`src/ofs_pkg.sv`:
```
`timescale 1ns / 1ps
`default_nettype none
package ofs_pkg;

  localparam int CFG_W      = 25;
  localparam int CFG_IDX_W  = 2;
  localparam int SPW        = 48;
  localparam int FC_W       = 32;
  localparam int ALPHA_W    = 17;
  localparam int FRAC       = 16;
  localparam int NORM_BITS  = 47;
  localparam int TWO_PI_W   = 19;

  localparam logic [TWO_PI_W-1:0] TWO_PI_Q16   = 19'd411775;
  localparam logic [SPW-2:0]      SPEED_MAX    = {(SPW-1){1'b1}};
  localparam logic [CFG_W-1:0]    MIN_CUT_RST  = 25'd65536;
  localparam logic [CFG_W-1:0]    BETA_RST     = 25'd0;
  localparam logic [CFG_W-1:0]    D_CUT_RST    = 25'd65536;
  localparam logic [FRAC:0]       HALF_LSB     = 17'd32768;

  localparam logic [CFG_IDX_W-1:0] CFG_MIN_CUTOFF = 2'd0;
  localparam logic [CFG_IDX_W-1:0] CFG_BETA       = 2'd1;
  localparam logic [CFG_IDX_W-1:0] CFG_D_CUTOFF   = 2'd2;

  localparam logic [1:0] ST_FIRST    = 2'd0;
  localparam logic [1:0] ST_FILTERED = 2'd1;
  localparam logic [1:0] ST_HELD     = 2'd2;

  localparam logic [2:0] MUL_SPEED = 3'd0;
  localparam logic [2:0] MUL_TWOPI = 3'd1;
  localparam logic [2:0] MUL_NDT   = 3'd2;
  localparam logic [2:0] MUL_FC    = 3'd3;
  localparam logic [2:0] MUL_BLEND = 3'd4;

  typedef struct packed {
    logic       latch;
    logic       first;
    logic       hold;
    logic       setup;
    logic       mul_start;
    logic [2:0] mul_sel;
    logic       div_start;
    logic       div_alpha;
    logic       speed_set;
    logic       norm_load;
    logic       alpha_set;
    logic       blend_apply;
    logic       fc_set;
    logic       phase;
    logic       out_load;
  } ofs_cmd_t;

  typedef struct packed {
    logic started;
    logic time_ok;
    logic mul_busy;
    logic div_busy;
    logic norm_busy;
  } ofs_sts_t;

endpackage
`default_nettype wire

```
`src/ofs_in_if.sv`:
```
`timescale 1ns / 1ps
`default_nettype none
interface ofs_in_if #(
  parameter int SAMPLE_BITS = 16,
  parameter int TIME_BITS   = 48
);
  logic                          valid;
  logic                          ready;
  logic signed [SAMPLE_BITS-1:0] sample;
  logic        [TIME_BITS-1:0]   timestamp;

  modport source (output valid, sample, timestamp, input ready);
  modport sink   (input valid, sample, timestamp, output ready);
endinterface
`default_nettype wire

```
`src/ofs_out_if.sv`:
```
`timescale 1ns / 1ps
`default_nettype none
interface ofs_out_if #(
  parameter int SAMPLE_BITS = 16
);
  logic                          valid;
  logic                          ready;
  logic signed [SAMPLE_BITS-1:0] filtered_value;
  logic        [1:0]             status;

  modport source (output valid, filtered_value, status, input ready);
  modport sink   (input valid, filtered_value, status, output ready);
endinterface
`default_nettype wire

```
`src/ofs_datapath.sv`:
```
`timescale 1ns / 1ps
`default_nettype none
module ofs_datapath import ofs_pkg::*; #(
  parameter int SAMPLE_BITS = 16,
  parameter int TIME_BITS   = 48,
  parameter int TICK_HZ     = 1000000
) (
  input  wire logic                          clk,
  input  wire logic                          rst,
  input  wire logic                          cfg_we,
  input  wire logic [CFG_IDX_W-1:0]          cfg_index,
  input  wire logic [CFG_W-1:0]              cfg_data,
  input  wire logic signed [SAMPLE_BITS-1:0] sample,
  input  wire logic [TIME_BITS-1:0]          timestamp,
  input  wire ofs_cmd_t                      cmd,
  output ofs_sts_t                           sts,
  output logic signed [SAMPLE_BITS-1:0]      filtered_value,
  output logic [1:0]                         status
);

  localparam int VW   = SAMPLE_BITS + FRAC;
  localparam int TKW  = $clog2(TICK_HZ + 1);
  localparam int NUMW = VW + TKW;
  localparam int PW   = TWO_PI_W + FC_W + TIME_BITS;
  localparam int DDW  = TKW + 32;
  localparam int DENW = ((DDW > NORM_BITS) ? DDW : NORM_BITS) + 1;
  localparam int DSW  = (TIME_BITS > DENW) ? TIME_BITS : DENW;
  localparam int BW   = (VW + 1 > SPW + 1) ? VW + 1 : SPW + 1;
  localparam int QXW  = (NUMW > SPW) ? NUMW : SPW;
  localparam int CNTW = $clog2(NUMW + 1);
  localparam int FSW  = PW - FRAC + 1;

  logic [CFG_W-1:0] min_cutoff, beta, d_cutoff;

  logic                 started;
  logic [TIME_BITS-1:0] prev_time;
  logic [VW-1:0]        prev_f;
  logic [SPW-1:0]       sspeed;

  logic [SAMPLE_BITS-1:0] in_sample;
  logic [TIME_BITS-1:0]   in_ts;
  logic [TIME_BITS-1:0]   dt;
  logic [VW-1:0]          dmag;
  logic                   dneg;
  logic [SPW-1:0]         speed;
  logic [FC_W-1:0]        cutoff;
  logic [ALPHA_W-1:0]     alpha;
  logic [BW-2:0]          bmag;
  logic                   bneg;
  logic [1:0]             res_status;

  logic [PW-1:0]        acc, mc, mc_init;
  logic [TIME_BITS-1:0] mp, mp_init;
  logic                 mul_busy;

  logic [DSW-1:0]  r, dv;
  logic [NUMW-1:0] dvd, q;
  logic [CNTW-1:0] cnt;
  logic            div_busy;
  logic [DSW:0]    rs, rdiff;
  logic            ge;

  logic [PW-1:0]  nn;
  logic [DDW-1:0] dd;
  logic           norm_busy;
  logic           norm_more;

  logic [VW-1:0]    x;
  logic [VW:0]      diff_v, diff_abs;
  logic [SPW-2:0]   abs_s;
  logic [SPW-1:0]   abs_full;
  logic [QXW-1:0]   qx;
  logic [SPW-2:0]   sat;
  logic [BW-1:0]    bdiff, babs;
  logic [PW-1:0]    rnd;
  logic [BW-1:0]    m;
  logic [BW:0]      old_ext, bres;
  logic [FSW-1:0]   fsum;
  logic [VW:0]      rnd_out;

  assign x        = {in_sample, {FRAC{1'b0}}};
  assign diff_v   = {x[VW-1], x} - {prev_f[VW-1], prev_f};
  assign diff_abs = diff_v[VW] ? -diff_v : diff_v;
  assign abs_full = sspeed[SPW-1] ? -sspeed : sspeed;
  assign abs_s    = abs_full[SPW-2:0];
  assign qx       = QXW'(q);
  assign sat      = (|qx[QXW-1:SPW-1]) ? SPEED_MAX : qx[SPW-2:0];
  assign norm_more = |nn[PW-1:NORM_BITS];
  assign rs       = {r, dvd[NUMW-1]};
  assign rdiff    = rs - {1'b0, dv};
  assign ge       = !rdiff[DSW];

  always_comb begin
    if (cmd.phase) begin
      bdiff = BW'({{(BW - VW){x[VW-1]}}, x}) - BW'({{(BW - VW){prev_f[VW-1]}}, prev_f});
    end else begin
      bdiff = {speed[SPW-1], speed} - {sspeed[SPW-1], sspeed};
    end
    babs = bdiff[BW-1] ? -bdiff : bdiff;
  end

  assign rnd = acc + PW'(HALF_LSB);
  assign m   = rnd[FRAC +: BW];
  always_comb begin
    if (cmd.phase) begin
      old_ext = (BW + 1)'({{(BW + 1 - VW){prev_f[VW-1]}}, prev_f});
    end else begin
      old_ext = (BW + 1)'({{(BW + 1 - SPW){sspeed[SPW-1]}}, sspeed});
    end
    bres = bneg ? old_ext - {1'b0, m} : old_ext + {1'b0, m};
  end

  assign fsum    = {1'b0, acc[PW-1:FRAC]} + FSW'(min_cutoff);
  assign rnd_out = {prev_f[VW-1], prev_f} + (VW + 1)'(HALF_LSB);

  always_comb begin
    unique case (cmd.mul_sel)
      MUL_SPEED: begin
        mc_init = PW'(dmag);
        mp_init = TIME_BITS'(TICK_HZ);
      end
      MUL_TWOPI: begin
        mc_init = PW'(cutoff);
        mp_init = TIME_BITS'(TWO_PI_Q16);
      end
      MUL_NDT: begin
        mc_init = PW'(acc[TWO_PI_W+FC_W-1:0]);
        mp_init = dt;
      end
      MUL_FC: begin
        mc_init = PW'(abs_s);
        mp_init = TIME_BITS'(beta);
      end
      MUL_BLEND: begin
        mc_init = PW'(bmag);
        mp_init = TIME_BITS'(alpha);
      end
      default: begin
        mc_init = '0;
        mp_init = '0;
      end
    endcase
  end

  always_ff @(posedge clk) begin
    if (rst) begin
      min_cutoff <= MIN_CUT_RST;
      beta       <= BETA_RST;
      d_cutoff   <= D_CUT_RST;
    end else if (cfg_we) begin
      unique case (cfg_index)
        CFG_MIN_CUTOFF: min_cutoff <= cfg_data;
        CFG_BETA:       beta       <= cfg_data;
        CFG_D_CUTOFF:   d_cutoff   <= cfg_data;
        default: ;
      endcase
    end
  end

  always_ff @(posedge clk) begin
    if (rst) begin
      started   <= 1'b0;
      prev_time <= '0;
      prev_f    <= '0;
      sspeed    <= '0;
    end else begin
      if (cmd.first) begin
        started   <= 1'b1;
        prev_time <= in_ts;
        prev_f    <= x;
        sspeed    <= '0;
      end
      if (cmd.setup) begin
        prev_time <= in_ts;
      end
      if (cmd.blend_apply) begin
        if (cmd.phase) begin
          prev_f <= bres[VW-1:0];
        end else begin
          sspeed <= bres[SPW-1:0];
        end
      end
    end
  end

  always_ff @(posedge clk) begin
    if (cmd.latch) begin
      in_sample <= sample;
      in_ts     <= timestamp;
    end
    if (cmd.first) begin
      res_status <= ST_FIRST;
    end
    if (cmd.hold) begin
      res_status <= ST_HELD;
    end
    if (cmd.setup) begin
      dt   <= in_ts - prev_time;
      dneg <= diff_v[VW];
      dmag <= diff_abs[VW-1:0];
    end
    if (cmd.speed_set) begin
      speed  <= dneg ? -{1'b0, sat} : {1'b0, sat};
      cutoff <= FC_W'(d_cutoff);
    end
    if (cmd.alpha_set) begin
      alpha <= q[ALPHA_W-1:0];
      bneg  <= bdiff[BW-1];
      bmag  <= babs[BW-2:0];
    end
    if (cmd.blend_apply && cmd.phase) begin
      res_status <= ST_FILTERED;
    end
    if (cmd.fc_set) begin
      cutoff <= (|fsum[FSW-1:FC_W]) ? {FC_W{1'b1}} : fsum[FC_W-1:0];
    end
    if (cmd.out_load) begin
      filtered_value <= rnd_out[FRAC +: SAMPLE_BITS];
      status         <= res_status;
    end
  end

  always_ff @(posedge clk) begin
    if (rst) begin
      mul_busy <= 1'b0;
    end else if (cmd.mul_start) begin
      mul_busy <= 1'b1;
    end else if (mul_busy && mp == '0) begin
      mul_busy <= 1'b0;
    end
  end

  always_ff @(posedge clk) begin
    if (cmd.mul_start) begin
      acc <= '0;
      mc  <= mc_init;
      mp  <= mp_init;
    end else if (mul_busy && mp != '0) begin
      if (mp[0]) begin
        acc <= acc + mc;
      end
      mc <= mc << 1;
      mp <= mp >> 1;
    end
  end

  always_ff @(posedge clk) begin
    if (rst) begin
      norm_busy <= 1'b0;
    end else if (cmd.norm_load) begin
      norm_busy <= 1'b1;
    end else if (norm_busy && !norm_more) begin
      norm_busy <= 1'b0;
    end
  end

  always_ff @(posedge clk) begin
    if (cmd.norm_load) begin
      nn <= acc;
      dd <= {TKW'(TICK_HZ), 32'd0};
    end else if (norm_busy && norm_more) begin
      nn <= nn >> 1;
      dd <= dd >> 1;
    end
  end

  always_ff @(posedge clk) begin
    if (rst) begin
      div_busy <= 1'b0;
    end else if (cmd.div_start) begin
      div_busy <= 1'b1;
    end else if (div_busy && cnt == CNTW'(1)) begin
      div_busy <= 1'b0;
    end
  end

  always_ff @(posedge clk) begin
    if (cmd.div_start) begin
      q <= '0;
      if (cmd.div_alpha) begin
        r   <= DSW'(nn[NORM_BITS-1:1]);
        dvd <= NUMW'({nn[0], {FRAC{1'b0}}}) << (NUMW - ALPHA_W);
        dv  <= DSW'(nn[NORM_BITS-1:0]) + DSW'(dd);
        cnt <= CNTW'(ALPHA_W);
      end else begin
        r   <= '0;
        dvd <= acc[NUMW-1:0];
        dv  <= DSW'(dt);
        cnt <= CNTW'(NUMW);
      end
    end else if (div_busy) begin
      r   <= ge ? rdiff[DSW-1:0] : rs[DSW-1:0];
      dvd <= dvd << 1;
      q   <= {q[NUMW-2:0], ge};
      cnt <= cnt - CNTW'(1);
    end
  end

  assign sts.started   = started;
  assign sts.time_ok   = in_ts > prev_time;
  assign sts.mul_busy  = mul_busy;
  assign sts.div_busy  = div_busy;
  assign sts.norm_busy = norm_busy;

endmodule
`default_nettype wire

```
`src/ofs_ctrl.sv`:
```
`timescale 1ns / 1ps
`default_nettype none
module ofs_ctrl import ofs_pkg::*; (
  input  wire logic     clk,
  input  wire logic     rst,
  input  wire logic     in_valid,
  input  wire logic     out_ready,
  input  wire ofs_sts_t sts,
  output logic          in_ready,
  output logic          out_valid,
  output ofs_cmd_t      cmd
);

  localparam logic [3:0] S_IDLE    = 4'd0;
  localparam logic [3:0] S_CHECK   = 4'd1;
  localparam logic [3:0] S_SMUL_GO = 4'd2;
  localparam logic [3:0] S_SMUL    = 4'd3;
  localparam logic [3:0] S_SDIV    = 4'd4;
  localparam logic [3:0] S_AMUL_GO = 4'd5;
  localparam logic [3:0] S_AMUL1   = 4'd6;
  localparam logic [3:0] S_AMUL2   = 4'd7;
  localparam logic [3:0] S_NORM    = 4'd8;
  localparam logic [3:0] S_ADIV    = 4'd9;
  localparam logic [3:0] S_BMUL_GO = 4'd10;
  localparam logic [3:0] S_BMUL    = 4'd11;
  localparam logic [3:0] S_FC_GO   = 4'd12;
  localparam logic [3:0] S_FCMUL   = 4'd13;
  localparam logic [3:0] S_OUT     = 4'd14;

  logic [3:0] state, state_next;
  logic       phase, phase_next;
  logic       out_valid_next;

  always_comb begin
    state_next = state;
    phase_next = phase;
    cmd        = '0;
    cmd.phase  = phase;
    in_ready   = (state == S_IDLE);
    unique case (state)
      S_IDLE: begin
        if (in_valid) begin
          cmd.latch  = 1'b1;
          state_next = S_CHECK;
        end
      end
      S_CHECK: begin
        if (!sts.started) begin
          cmd.first  = 1'b1;
          state_next = S_OUT;
        end else if (!sts.time_ok) begin
          cmd.hold   = 1'b1;
          state_next = S_OUT;
        end else begin
          cmd.setup  = 1'b1;
          state_next = S_SMUL_GO;
        end
      end
      S_SMUL_GO: begin
        cmd.mul_start = 1'b1;
        cmd.mul_sel   = MUL_SPEED;
        state_next    = S_SMUL;
      end
      S_SMUL: begin
        if (!sts.mul_busy) begin
          cmd.div_start = 1'b1;
          state_next    = S_SDIV;
        end
      end
      S_SDIV: begin
        if (!sts.div_busy) begin
          cmd.speed_set = 1'b1;
          phase_next    = 1'b0;
          state_next    = S_AMUL_GO;
        end
      end
      S_AMUL_GO: begin
        cmd.mul_start = 1'b1;
        cmd.mul_sel   = MUL_TWOPI;
        state_next    = S_AMUL1;
      end
      S_AMUL1: begin
        if (!sts.mul_busy) begin
          cmd.mul_start = 1'b1;
          cmd.mul_sel   = MUL_NDT;
          state_next    = S_AMUL2;
        end
      end
      S_AMUL2: begin
        if (!sts.mul_busy) begin
          cmd.norm_load = 1'b1;
          state_next    = S_NORM;
        end
      end
      S_NORM: begin
        if (!sts.norm_busy) begin
          cmd.div_start = 1'b1;
          cmd.div_alpha = 1'b1;
          state_next    = S_ADIV;
        end
      end
      S_ADIV: begin
        if (!sts.div_busy) begin
          cmd.alpha_set = 1'b1;
          state_next    = S_BMUL_GO;
        end
      end
      S_BMUL_GO: begin
        cmd.mul_start = 1'b1;
        cmd.mul_sel   = MUL_BLEND;
        state_next    = S_BMUL;
      end
      S_BMUL: begin
        if (!sts.mul_busy) begin
          cmd.blend_apply = 1'b1;
          state_next      = phase ? S_OUT : S_FC_GO;
        end
      end
      S_FC_GO: begin
        cmd.mul_start = 1'b1;
        cmd.mul_sel   = MUL_FC;
        state_next    = S_FCMUL;
      end
      S_FCMUL: begin
        if (!sts.mul_busy) begin
          cmd.fc_set = 1'b1;
          phase_next = 1'b1;
          state_next = S_AMUL_GO;
        end
      end
      S_OUT: begin
        if (!out_valid || out_ready) begin
          cmd.out_load = 1'b1;
          state_next   = S_IDLE;
        end
      end
      default: begin
        state_next = S_IDLE;
      end
    endcase
  end

  always_comb begin
    out_valid_next = out_valid;
    if (cmd.out_load) begin
      out_valid_next = 1'b1;
    end else if (out_ready) begin
      out_valid_next = 1'b0;
    end
  end

  always_ff @(posedge clk) begin
    if (rst) begin
      state     <= S_IDLE;
      phase     <= 1'b0;
      out_valid <= 1'b0;
    end else begin
      state     <= state_next;
      phase     <= phase_next;
      out_valid <= out_valid_next;
    end
  end

`ifndef SYNTH
  a_mul_free: assert property (@(posedge clk) disable iff (rst)
    cmd.mul_start |-> !sts.mul_busy) else $error("multiplier restarted while busy");
  a_div_free: assert property (@(posedge clk) disable iff (rst)
    cmd.div_start |-> !sts.div_busy) else $error("divider restarted while busy");
  a_one_unit: assert property (@(posedge clk) disable iff (rst)
    $onehot0({sts.mul_busy, sts.div_busy, sts.norm_busy}))
    else $error("two arithmetic units busy at once");
  a_out_load: assert property (@(posedge clk) disable iff (rst)
    cmd.out_load |=> out_valid) else $error("result transfer lost");
`endif

endmodule
`default_nettype wire

```
`src/one_euro_scalar_filter_unit.sv`:
```
// A filtered sample takes longer than a first or held one; its processing time is set
// by operand bit lengths: a shift-add multiplier retires one multiplier bit per cycle,
// a restoring divider one quotient bit, a normaliser one shift. Output stalls add to this.
// One sample in flight: a new input is taken only after the previous result has been
// loaded into the output register.
// Reset (synchronous, active high) restores register defaults and clears filter state.
`timescale 1ns / 1ps
`default_nettype none
module one_euro_scalar_filter_unit import ofs_pkg::*; #(
  parameter int SAMPLE_BITS = 16,
  parameter int TIME_BITS   = 48,
  parameter int TICK_HZ     = 1000000
) (
  input  wire logic                 clk,
  input  wire logic                 rst,
  input  wire logic                 cfg_we,
  input  wire logic [CFG_IDX_W-1:0] cfg_index,
  input  wire logic [CFG_W-1:0]     cfg_data,
  ofs_in_if.sink                    in_ch,
  ofs_out_if.source                 out_ch
);

  ofs_cmd_t cmd;
  ofs_sts_t sts;

  ofs_ctrl u_ctrl (
    .clk       (clk),
    .rst       (rst),
    .in_valid  (in_ch.valid),
    .out_ready (out_ch.ready),
    .sts       (sts),
    .in_ready  (in_ch.ready),
    .out_valid (out_ch.valid),
    .cmd       (cmd)
  );

  ofs_datapath #(
    .SAMPLE_BITS (SAMPLE_BITS),
    .TIME_BITS   (TIME_BITS),
    .TICK_HZ     (TICK_HZ)
  ) u_datapath (
    .clk            (clk),
    .rst            (rst),
    .cfg_we         (cfg_we),
    .cfg_index      (cfg_index),
    .cfg_data       (cfg_data),
    .sample         (in_ch.sample),
    .timestamp      (in_ch.timestamp),
    .cmd            (cmd),
    .sts            (sts),
    .filtered_value (out_ch.filtered_value),
    .status         (out_ch.status)
  );

endmodule
`default_nettype wire

```
`src/flat_wrapper.sv`:
```
// flat-port wrapper written by rule: the top's interface ports become plain ports
module one_euro_scalar_filter_unit_flat import ofs_pkg::*;
#(
  parameter int SAMPLE_BITS = 16,
  parameter int TIME_BITS   = 48,
  parameter int TICK_HZ     = 1000000
)
  (clk, rst, cfg_we, cfg_index, cfg_data, in_ch_valid, in_ch_sample, in_ch_timestamp, in_ch_ready, out_ch_valid, out_ch_filtered_value, out_ch_status, out_ch_ready);
  ofs_in_if #(.SAMPLE_BITS(SAMPLE_BITS), .TIME_BITS(TIME_BITS)) in_ch_i ();
  ofs_out_if #(.SAMPLE_BITS(SAMPLE_BITS)) out_ch_i ();
  input  wire logic clk;
  input  wire logic rst;
  input  wire logic cfg_we;
  input  wire logic [CFG_IDX_W-1:0] cfg_index;
  input  wire logic [CFG_W-1:0] cfg_data;
  input wire logic [$bits(in_ch_i.valid)-1:0] in_ch_valid;
  input wire logic [$bits(in_ch_i.sample)-1:0] in_ch_sample;
  input wire logic [$bits(in_ch_i.timestamp)-1:0] in_ch_timestamp;
  output wire logic [$bits(in_ch_i.ready)-1:0] in_ch_ready;
  output wire logic [$bits(out_ch_i.valid)-1:0] out_ch_valid;
  output wire logic [$bits(out_ch_i.filtered_value)-1:0] out_ch_filtered_value;
  output wire logic [$bits(out_ch_i.status)-1:0] out_ch_status;
  input wire logic [$bits(out_ch_i.ready)-1:0] out_ch_ready;
  assign in_ch_i.valid = in_ch_valid;
  assign in_ch_i.sample = in_ch_sample;
  assign in_ch_i.timestamp = in_ch_timestamp;
  assign in_ch_ready = in_ch_i.ready;
  assign out_ch_valid = out_ch_i.valid;
  assign out_ch_filtered_value = out_ch_i.filtered_value;
  assign out_ch_status = out_ch_i.status;
  assign out_ch_i.ready = out_ch_ready;
  one_euro_scalar_filter_unit #(.SAMPLE_BITS(SAMPLE_BITS), .TIME_BITS(TIME_BITS), .TICK_HZ(TICK_HZ)) u_core (.clk(clk), .rst(rst), .cfg_we(cfg_we), .cfg_index(cfg_index), .cfg_data(cfg_data), .in_ch(in_ch_i), .out_ch(out_ch_i));
endmodule
```
`config.mk`:
```
export PLATFORM = sky130hd
export DESIGN_NAME = one_euro_scalar_filter_unit_flat
export DESIGN_NICKNAME = d
export VERILOG_FILES = /design/src/ofs_pkg.sv /design/src/ofs_in_if.sv /design/src/ofs_out_if.sv /design/src/ofs_datapath.sv /design/src/ofs_ctrl.sv /design/src/one_euro_scalar_filter_unit.sv /design/src/flat_wrapper.sv
export SDC_FILE = /design/constraint.sdc
export NUM_CORES = 2
export LEC_CHECK = 0
export ABC_AREA = 1
export BUFFER_PORTS_ARGS = -buffer_cell sky130_fd_sc_hd__buf_2
export CORE_ASPECT_RATIO = 1.1
export CORE_MARGIN = 1.5
export CORE_UTILIZATION = 32
export CTS_CLUSTER_DIAMETER = 50
export DETAILED_ROUTE_END_ITERATION = 7
export GPL_ROUTABILITY_DRIVEN = 0
export PLACE_DENSITY = 0.56
export SLEW_MARGIN = 0
export SYNTH_ARGS = -nofsm -noshare
export SYNTH_HDL_FRONTEND = slang
export SYNTH_SLANG_ARGS = --single-unit
```
`constraint.sdc`:
```
create_clock -name clk -period 9.05 [get_ports clk]
set_input_delay 1.3575 -clock clk [delete_from_list [all_inputs] [get_ports clk]]
set_output_delay 1.3575 -clock clk [all_outputs]
set_load 0.01 [all_outputs]
```
# Word-level counts from Yosys, hierarchy flattened
# Cells that the tools add are included.
classes:
  eq_ne: 31
  order_cmp: 1
  n_reduce_logical: 35
  muxes: 86
  n_addsub: 17
op_table:
  columns: ["op", "n"]
  rows:
  - ["two-way mux 48 bit", 11]
  - ["two-way mux 99 bit", 4]
  - ["case mux 51 bit (5 select lines)", 1]
  - ["case mux 48 bit (5 select lines)", 1]
  - ["two-way mux 32 bit", 7]
  - ["two-way mux 53 bit", 3]
  - ["two-way mux 52 bit", 3]
  - ["two-way mux 47 bit", 3]
  - ["OR reduction 52 bit", 2]
  - ["adder 99 bit", 1]
  - ["subtractor 48 bit", 2]
  - ["adder 83 x 25 -> 84 bit", 1]
  - ["subtractor 32 x 32 -> 33 bit", 2]
  - ["adder 64 x 16 -> 64 bit (second input constant)", 1]
  - ["case mux 4 bit (15 select lines)", 1]
  - ["subtractor 54 x 53 -> 54 bit", 1]
  - ["adder 47 x 52 -> 53 bit", 1]
  - ["two-way mux 4 bit", 13]
  - ["two-way mux 49 bit", 1]
  - ["subtractor 48 x 48 -> 49 bit", 1]
  - ["adder 48 bit", 1]
  - ["greater-than comparator 48 bit", 1]
  - ["zero test 48 bit", 1]
  - ["negator 47 -> 48 bit", 1]
  - ["other kinds (35)", 106]
word_totals:
  input_bits: 96
  elab_cells: 208
  ff_bits: 1137

# Logic depth before layout (Yosys ltp)
depth:
  depth_word: 7
  depth_mapped: 31

# Cells and area by module
# Synthesis repeated with hierarchy kept, for this count alone.
unflattened:
  cells_unflattened: 11650
  area_unflattened_um2: 82016.2
modules_own_cells:
  columns: ["module", "n_inst", "area_each_um2", "cells_per_inst"]
  rows:
  - ["ofs_datapath", 1, 81411.8, 11538]
  - ["ofs_ctrl", 1, 604.3, 112]

# Worst setup path before layout
# No wires, ideal clock.
synth_path:
  path_type: "flip-flop to flip-flop"
  from: "register u_core.u_ctrl.state[1]"
  to: "register u_core.u_datapath.mc[0], enable pin"
  period_less_slack_ns: 5.657
  path_stages_with_launch: 13
  setup_slack_ns: 3.393
  arrival_ns: 4.407
  path_cell_list: "dfxtp_1 -> nor2_1 -> inv_1 -> nor2_1 -> nor2_1 -> nand2_1 -> nor2_1 -> inv_2 -> a21oi_1 -> clkbuf_1 -> buf_2 -> buf_2 -> nand2_1"
synth_between:
  elab_chain_cells: 3
  elab_cells_between_ends: 7
  cone_classes: "5 x eq/ne; 1 x mux; 1 x reduce/logical"
synth_rtl:
  columns: ["item", "line", "source"]
  rows:
  - ["start, declared", "ofs_ctrl.sv:30", "logic [3:0] state, state_next;"]
  - ["start signal, assigned", "ofs_ctrl.sv:158", "state <= state_next;"]
  - ["equality test 4 bit (tied with other cells)", "ofs_ctrl.sv:40", "unique case (state)"]
  - ["case mux 4 bit (5 select lines) *", "ofs_ctrl.sv:40", null]
  - ["nonzero test 2 bit (no line) *", null, null]
  - ["end signal, assigned", "ofs_datapath.sv:236", "mc <= mc_init;"]
  - ["end signal, assigned", "ofs_datapath.sv:242", "mc <= mc << 1;"]
  - ["end, declared", "ofs_datapath.sv:52", "logic [PW-1:0] acc, mc, mc_init;"]
# Every way passes the cells marked *; elsewhere a longest branch is shown, timed or not.
# A chain may end at the register's enable or synchronous reset.

# Final worst setup path
layout_path:
  from: "register u_core.u_datapath.acc[40]"
  to: "register u_core.u_datapath.sspeed[38]"
layout_between:
  elab_chain_cells: 5
  elab_cells_between_ends: 6
  cone_classes: "3 x add/sub; 3 x mux"
layout_rtl:
  columns: ["item", "line", "source"]
  rows:
  - ["start, declared", "ofs_datapath.sv:52", null]
  - ["start signal, assigned", "ofs_datapath.sv:240", "acc <= acc + mc;"]
  - ["adder 64 x 16 -> 64 bit *", "ofs_datapath.sv:102", "assign rnd = acc + PW'(HALF_LSB);"]
  - ["adder 48 bit / subtractor 48 bit (equally long branches)", "ofs_datapath.sv:110", "bres = bneg ? old_ext - {1'b0, m} : old_ext + {1'b0, m};"]
  - ["two-way mux 48 bit *", "ofs_datapath.sv:110", null]
  - ["two-way mux 48 bit *", "ofs_datapath.sv:177", "if (cmd.phase) begin"]
  - ["two-way mux 48 bit *", "ofs_datapath.sv:176", "if (cmd.blend_apply) begin"]
  - ["end signal, assigned", "ofs_datapath.sv:180", "sspeed <= bres[SPW-1:0];"]
  - ["end, declared", "ofs_datapath.sv:38", "logic [SPW-1:0] sspeed;"]
# Marks and branches as above.

==> run_results.csv <==
group,metric,value,unit
min_path,worstHoldStart,"u_core.u_datapath.d_cutoff[11]",
yosys,synth_top_family_by_area,"simple AND/OR/NAND/NOR gates",
critical_path,r2r_start,"u_core.u_datapath.acc[40]",
pwr,p_per_area,429,nW/um^2
yosys,synth-compound-area-share,0.154,
clocking,cts_resized,0,
timing,fin_skew,59.7,ps
critical_path,crit_slowest_cell,"clkinv_1",
cells_and_area,area_growth,12.2,%
grt,antenna_found_initial,32,
detailed_routing,avgRoutedWirePerCell,23.3,um
timing,finalMaxSlewViolations,0,
min_path,min_to,"u_core.u_datapath.d_cutoff[11]",
critical_path,cpPeakStageDelay,770,ps
cells_and_area,seq_area,30000,um^2
detailed_routing,vias_per_cell,5.39,
grt,grt_pass1_wl,512000,um
floorplan,start_util,0.322,
timing,final-setup-viol-count,0,
yosys,ys_seq_area_frac,0.366,
timing,post-route-period-util,0.632,
floorplan,die-area,259000,um^2
floorplan,die_y,534,um
grt,gr-total-overflow,0,
critical_path,rr_worst_depth,21,
critical_path,worstPathArrival,6410,ps
yosys,async_reset_ff_frac,0,
detailed_routing,route.detailed.drc,0,
cells_and_area,nets,12247,
yosys,synth_fa_ha_area_frac,0.0619,
critical_path,crit_fanout,8,
critical_path,crit_chain,"clkinv_1, nor3_1, nand2_1, nor2_1, nand2_1, xor2_1, nor2_1, nor3b_1, nand3_1, nand2_1, xor2_1, ha_1, a21oi_1, o21a_1, inv_1, a21oi_1, a21boi_0, o21ai_0, or2_2, nand2_1, a21oi_1",
cells_and_area,multi_input_area,44400,um^2
critical_path,rr_endpoint,"u_core.u_datapath.sspeed[38]",
clocking,hold_buffers,0,
clocking,cts_tree,"yes",
yosys,ys_warn_count,0,
clocking,clk_pin_slew,60,ps
critical_path,end_kind,"flop",
timing,tightest_slew,1180,ps
clocking,cts_made_buffers,164,
min_path,whs_path_depth,2,
status,run_status,"finished, final reports clean",
grt,grt_max_degree,98,
yosys,ys_seq_elements,1137,
yosys,avgSynthCellArea,7.00,um^2
clocking,clkSinkCount,1137,
timing,fin_setup_tns,0,ps
critical_path,r2r_slack,3330,ps
pwr,p_leak,40.6,nW
floorplan,io_pins,116,
yosys,synth_mux_area_frac,0,
place,portBuffers,115,
yosys,syn_area,82000,um^2
floorplan,core_area,254000,um^2
yosys,syn_inst,11705,
detailed_routing,wl,355000,um
cells_and_area,fillers,27465,
detailed_routing,initialDrtViolationCount,9183,
grt,grt.total_usage,0.266,
grt,grt_pass1_vias,76699,
place,dp_hpwl,284000,um
timing,slew_headroom,0.206,
detailed_routing,drtPass1Iterations,8,
min_path,hp-class,"flop to flop",
yosys,synthFlopType,"edfxtp_1",
run,cap_violations,0,
yosys,yosys.area_share.simple,0.272,
place,pre_cts_slack,3810,ps
critical_path,crit_top_cell,"nand2_1",
timing,hold_viol_final,0,
timing,fmax,0.175,GHz
floorplan,die_w,486,um
clocking,clockRootBuffer,"clkbuf_16",
floorplan,rows,194,
cells_and_area,drive_gt1_frac,0.0528,
yosys,synth_xor_area_frac,0.0520,
timing,layout_setup_ws,3330,ps
clocking,clock_path_buffers,3,
critical_path,start_kind,"flop",
yosys,synthesis.nets,12202,
yosys,ys_types,68,
critical_path,crit_type,"flop to flop",
critical_path,required,9740,ps
clocking,clkLatencyLatePin,870,ps
detailed_routing,via_count,82086,
yosys,synth_edf_count,719,
detailed_routing,antenna_left,0,
clocking,htree_num_levels,4,
pwr,ir_drop,0.000535,V
timing,rsz0062_at_grt,"false",
clocking,post-cts-setup-buffers,0,
timing,post-route-min-period,5720,ps
-- Yosys cell counts (9+ instances only) --
library cell,number,share of area
dfxtp_1,418,0.10
nor2_4,10,0.0014
inv_1,1712,0.078
nor3_1,153,0.0093
a21boi_0,34,0.0031
or2_2,35,0.0027
a31oi_1,64,0.0049
o21bai_1,51,0.0047
o21ai_0,881,0.054
clkbuf_1,249,0.011
ha_1,394,0.060
a221oi_1,16,0.0017
nand3_1,627,0.038
o21ai_2,9,0.00096
nor4_1,67,0.0051
o2111ai_1,22,0.0024
buf_1,20,0.00092
a211oi_1,11,0.0010
edfxtp_1,719,0.26
a22oi_1,36,0.0033
nand3_2,9,0.0011
inv_2,12,0.00055
a21oi_1,843,0.051
and3_1,17,0.0013
a21o_1,35,0.0032
o21ai_1,16,0.00098
buf_2,33,0.0020
xor2_1,327,0.035
nand3b_1,19,0.0017
o31ai_1,15,0.0014
xnor2_1,148,0.016
o21a_1,50,0.0046
o22ai_1,60,0.0046
nand2_1,2776,0.13
nand4_1,156,0.012
nor2_1,1436,0.066
nand2_2,13,0.00099
o211ai_1,98,0.0090
nor2_2,19,0.0015
-- final cells by class --
class / count / area share
Antenna cell: 18 / 0.000490
Clock buffer: 203 / 0.0484
Clock inverter: 105 / 0.0137
Inverter: 1732 / 0.0709
Multi-Input combinational cell: 8527 / 0.483
Sequential cell: 1137 / 0.326
Tap cell: 3332 / 0.0454
Timing Repair Buffer: 188 / 0.0122
-- layout by cell type (no fill, tap or decap), drive strengths merged, types with 59 or more instances in the layout --
cell type	count
nand2	2791
inv	1757
nor2	1465
o21ai	907
a21oi	843
edfxtp	719
nand3	637
dfxtp	418
ha	394
xor2	333
clkbuf	203
buf	188
nor3	160
nand4	156
xnor2	148
o211ai	98
nor4	68
a31oi	64
o22ai	60
clkinv	59
-- sequential cells by signal, summed over array words and instances, names as in the netlist, 32 cells and up --
register	flops
u_core.u_datapath.acc	99
u_core.u_datapath.mc	99
u_core.u_datapath.nn	99
u_core.u_datapath.dv	53
u_core.u_datapath.r	53
u_core.u_datapath.dd	52
u_core.u_datapath.dvd	52
u_core.u_datapath.q	52
u_core.u_datapath.bmag	48
u_core.u_datapath.dt	48
u_core.u_datapath.in_ts	48
u_core.u_datapath.mp	48
u_core.u_datapath.prev_time	48
u_core.u_datapath.speed	48
u_core.u_datapath.sspeed	48
u_core.u_datapath.cutoff	32
u_core.u_datapath.dmag	32
u_core.u_datapath.prev_f	32
-- where the power goes --
| part | switching, mW | total, mW | leakage (nW) | internal [mW] |
|---|---|---|---|---|
| clock | 2.78 | 6.66 | 2.74 | 3.89 |
| sequential | 1.40 | 9.79 | 10.1 | 8.39 |
| combinational | 16.3 | 23.0 | 27.8 | 6.70 |
-- layer usage --
metal  vias up  part of all wire  GRT usage
met2      4026              0.43      0.408
met3      1200             0.093     0.0629
met1     38065              0.39      0.318
met4        22             0.096      0.211
met5         -           0.00034          0
li1      38773                 -          -
-- metrics by stage --
step           cells  power, mW  area, um^2  hold WS, ps  utilization
6_report       15242       39.5       91900          451        0.361
5_1_grt        15230       41.9       91900          475        0.361
4_1_cts        15224       38.9       91900          452        0.361
3_5_place_dp   14916       32.2       86200          426        0.339
3_3_place_gp   14916       32.1       86200          422        0.339
2_1_floorplan  11705       24.4       82000          408            -
-- kinds of logic after synthesis --
logic type	count (synthesis)
compound gates	2270
xor+xnor	481
fa+ha+maj	401
buf+inv	2041
flops	1137
simple gates	5375
-- worst max path at each step --
stage                                    startpoint                           end  slack [ps]  cells past startpoint
after floorplan              u_core.u_ctrl.state[1]       u_core.u_datapath.mc[0]        3390                     12
after global placement    u_core.u_datapath.acc[34]  u_core.u_datapath.sspeed[38]        3840                     19
after detailed placement  u_core.u_datapath.acc[16]  u_core.u_datapath.sspeed[38]        3810                     21
after CTS                 u_core.u_datapath.acc[16]  u_core.u_datapath.sspeed[38]        3760                     21
after global routing      u_core.u_datapath.acc[40]  u_core.u_datapath.sspeed[46]        3250                     24
final                     u_core.u_datapath.acc[40]  u_core.u_datapath.sspeed[38]        3330                     21
-- critical path, delay by kind of cell (launching register included) --
family / cells / cell delay [ps]
and+or+nand+nor: 10 / 2080
AOI/OAI and AO/OA: 6 / 1190
buffers and inverters: 2 / 830
xor gates and xnor gates: 2 / 560
DFF: 1 / 530
adders and majority gates: 1 / 350
Note: power is estimated with default switching activity, not from simulation.
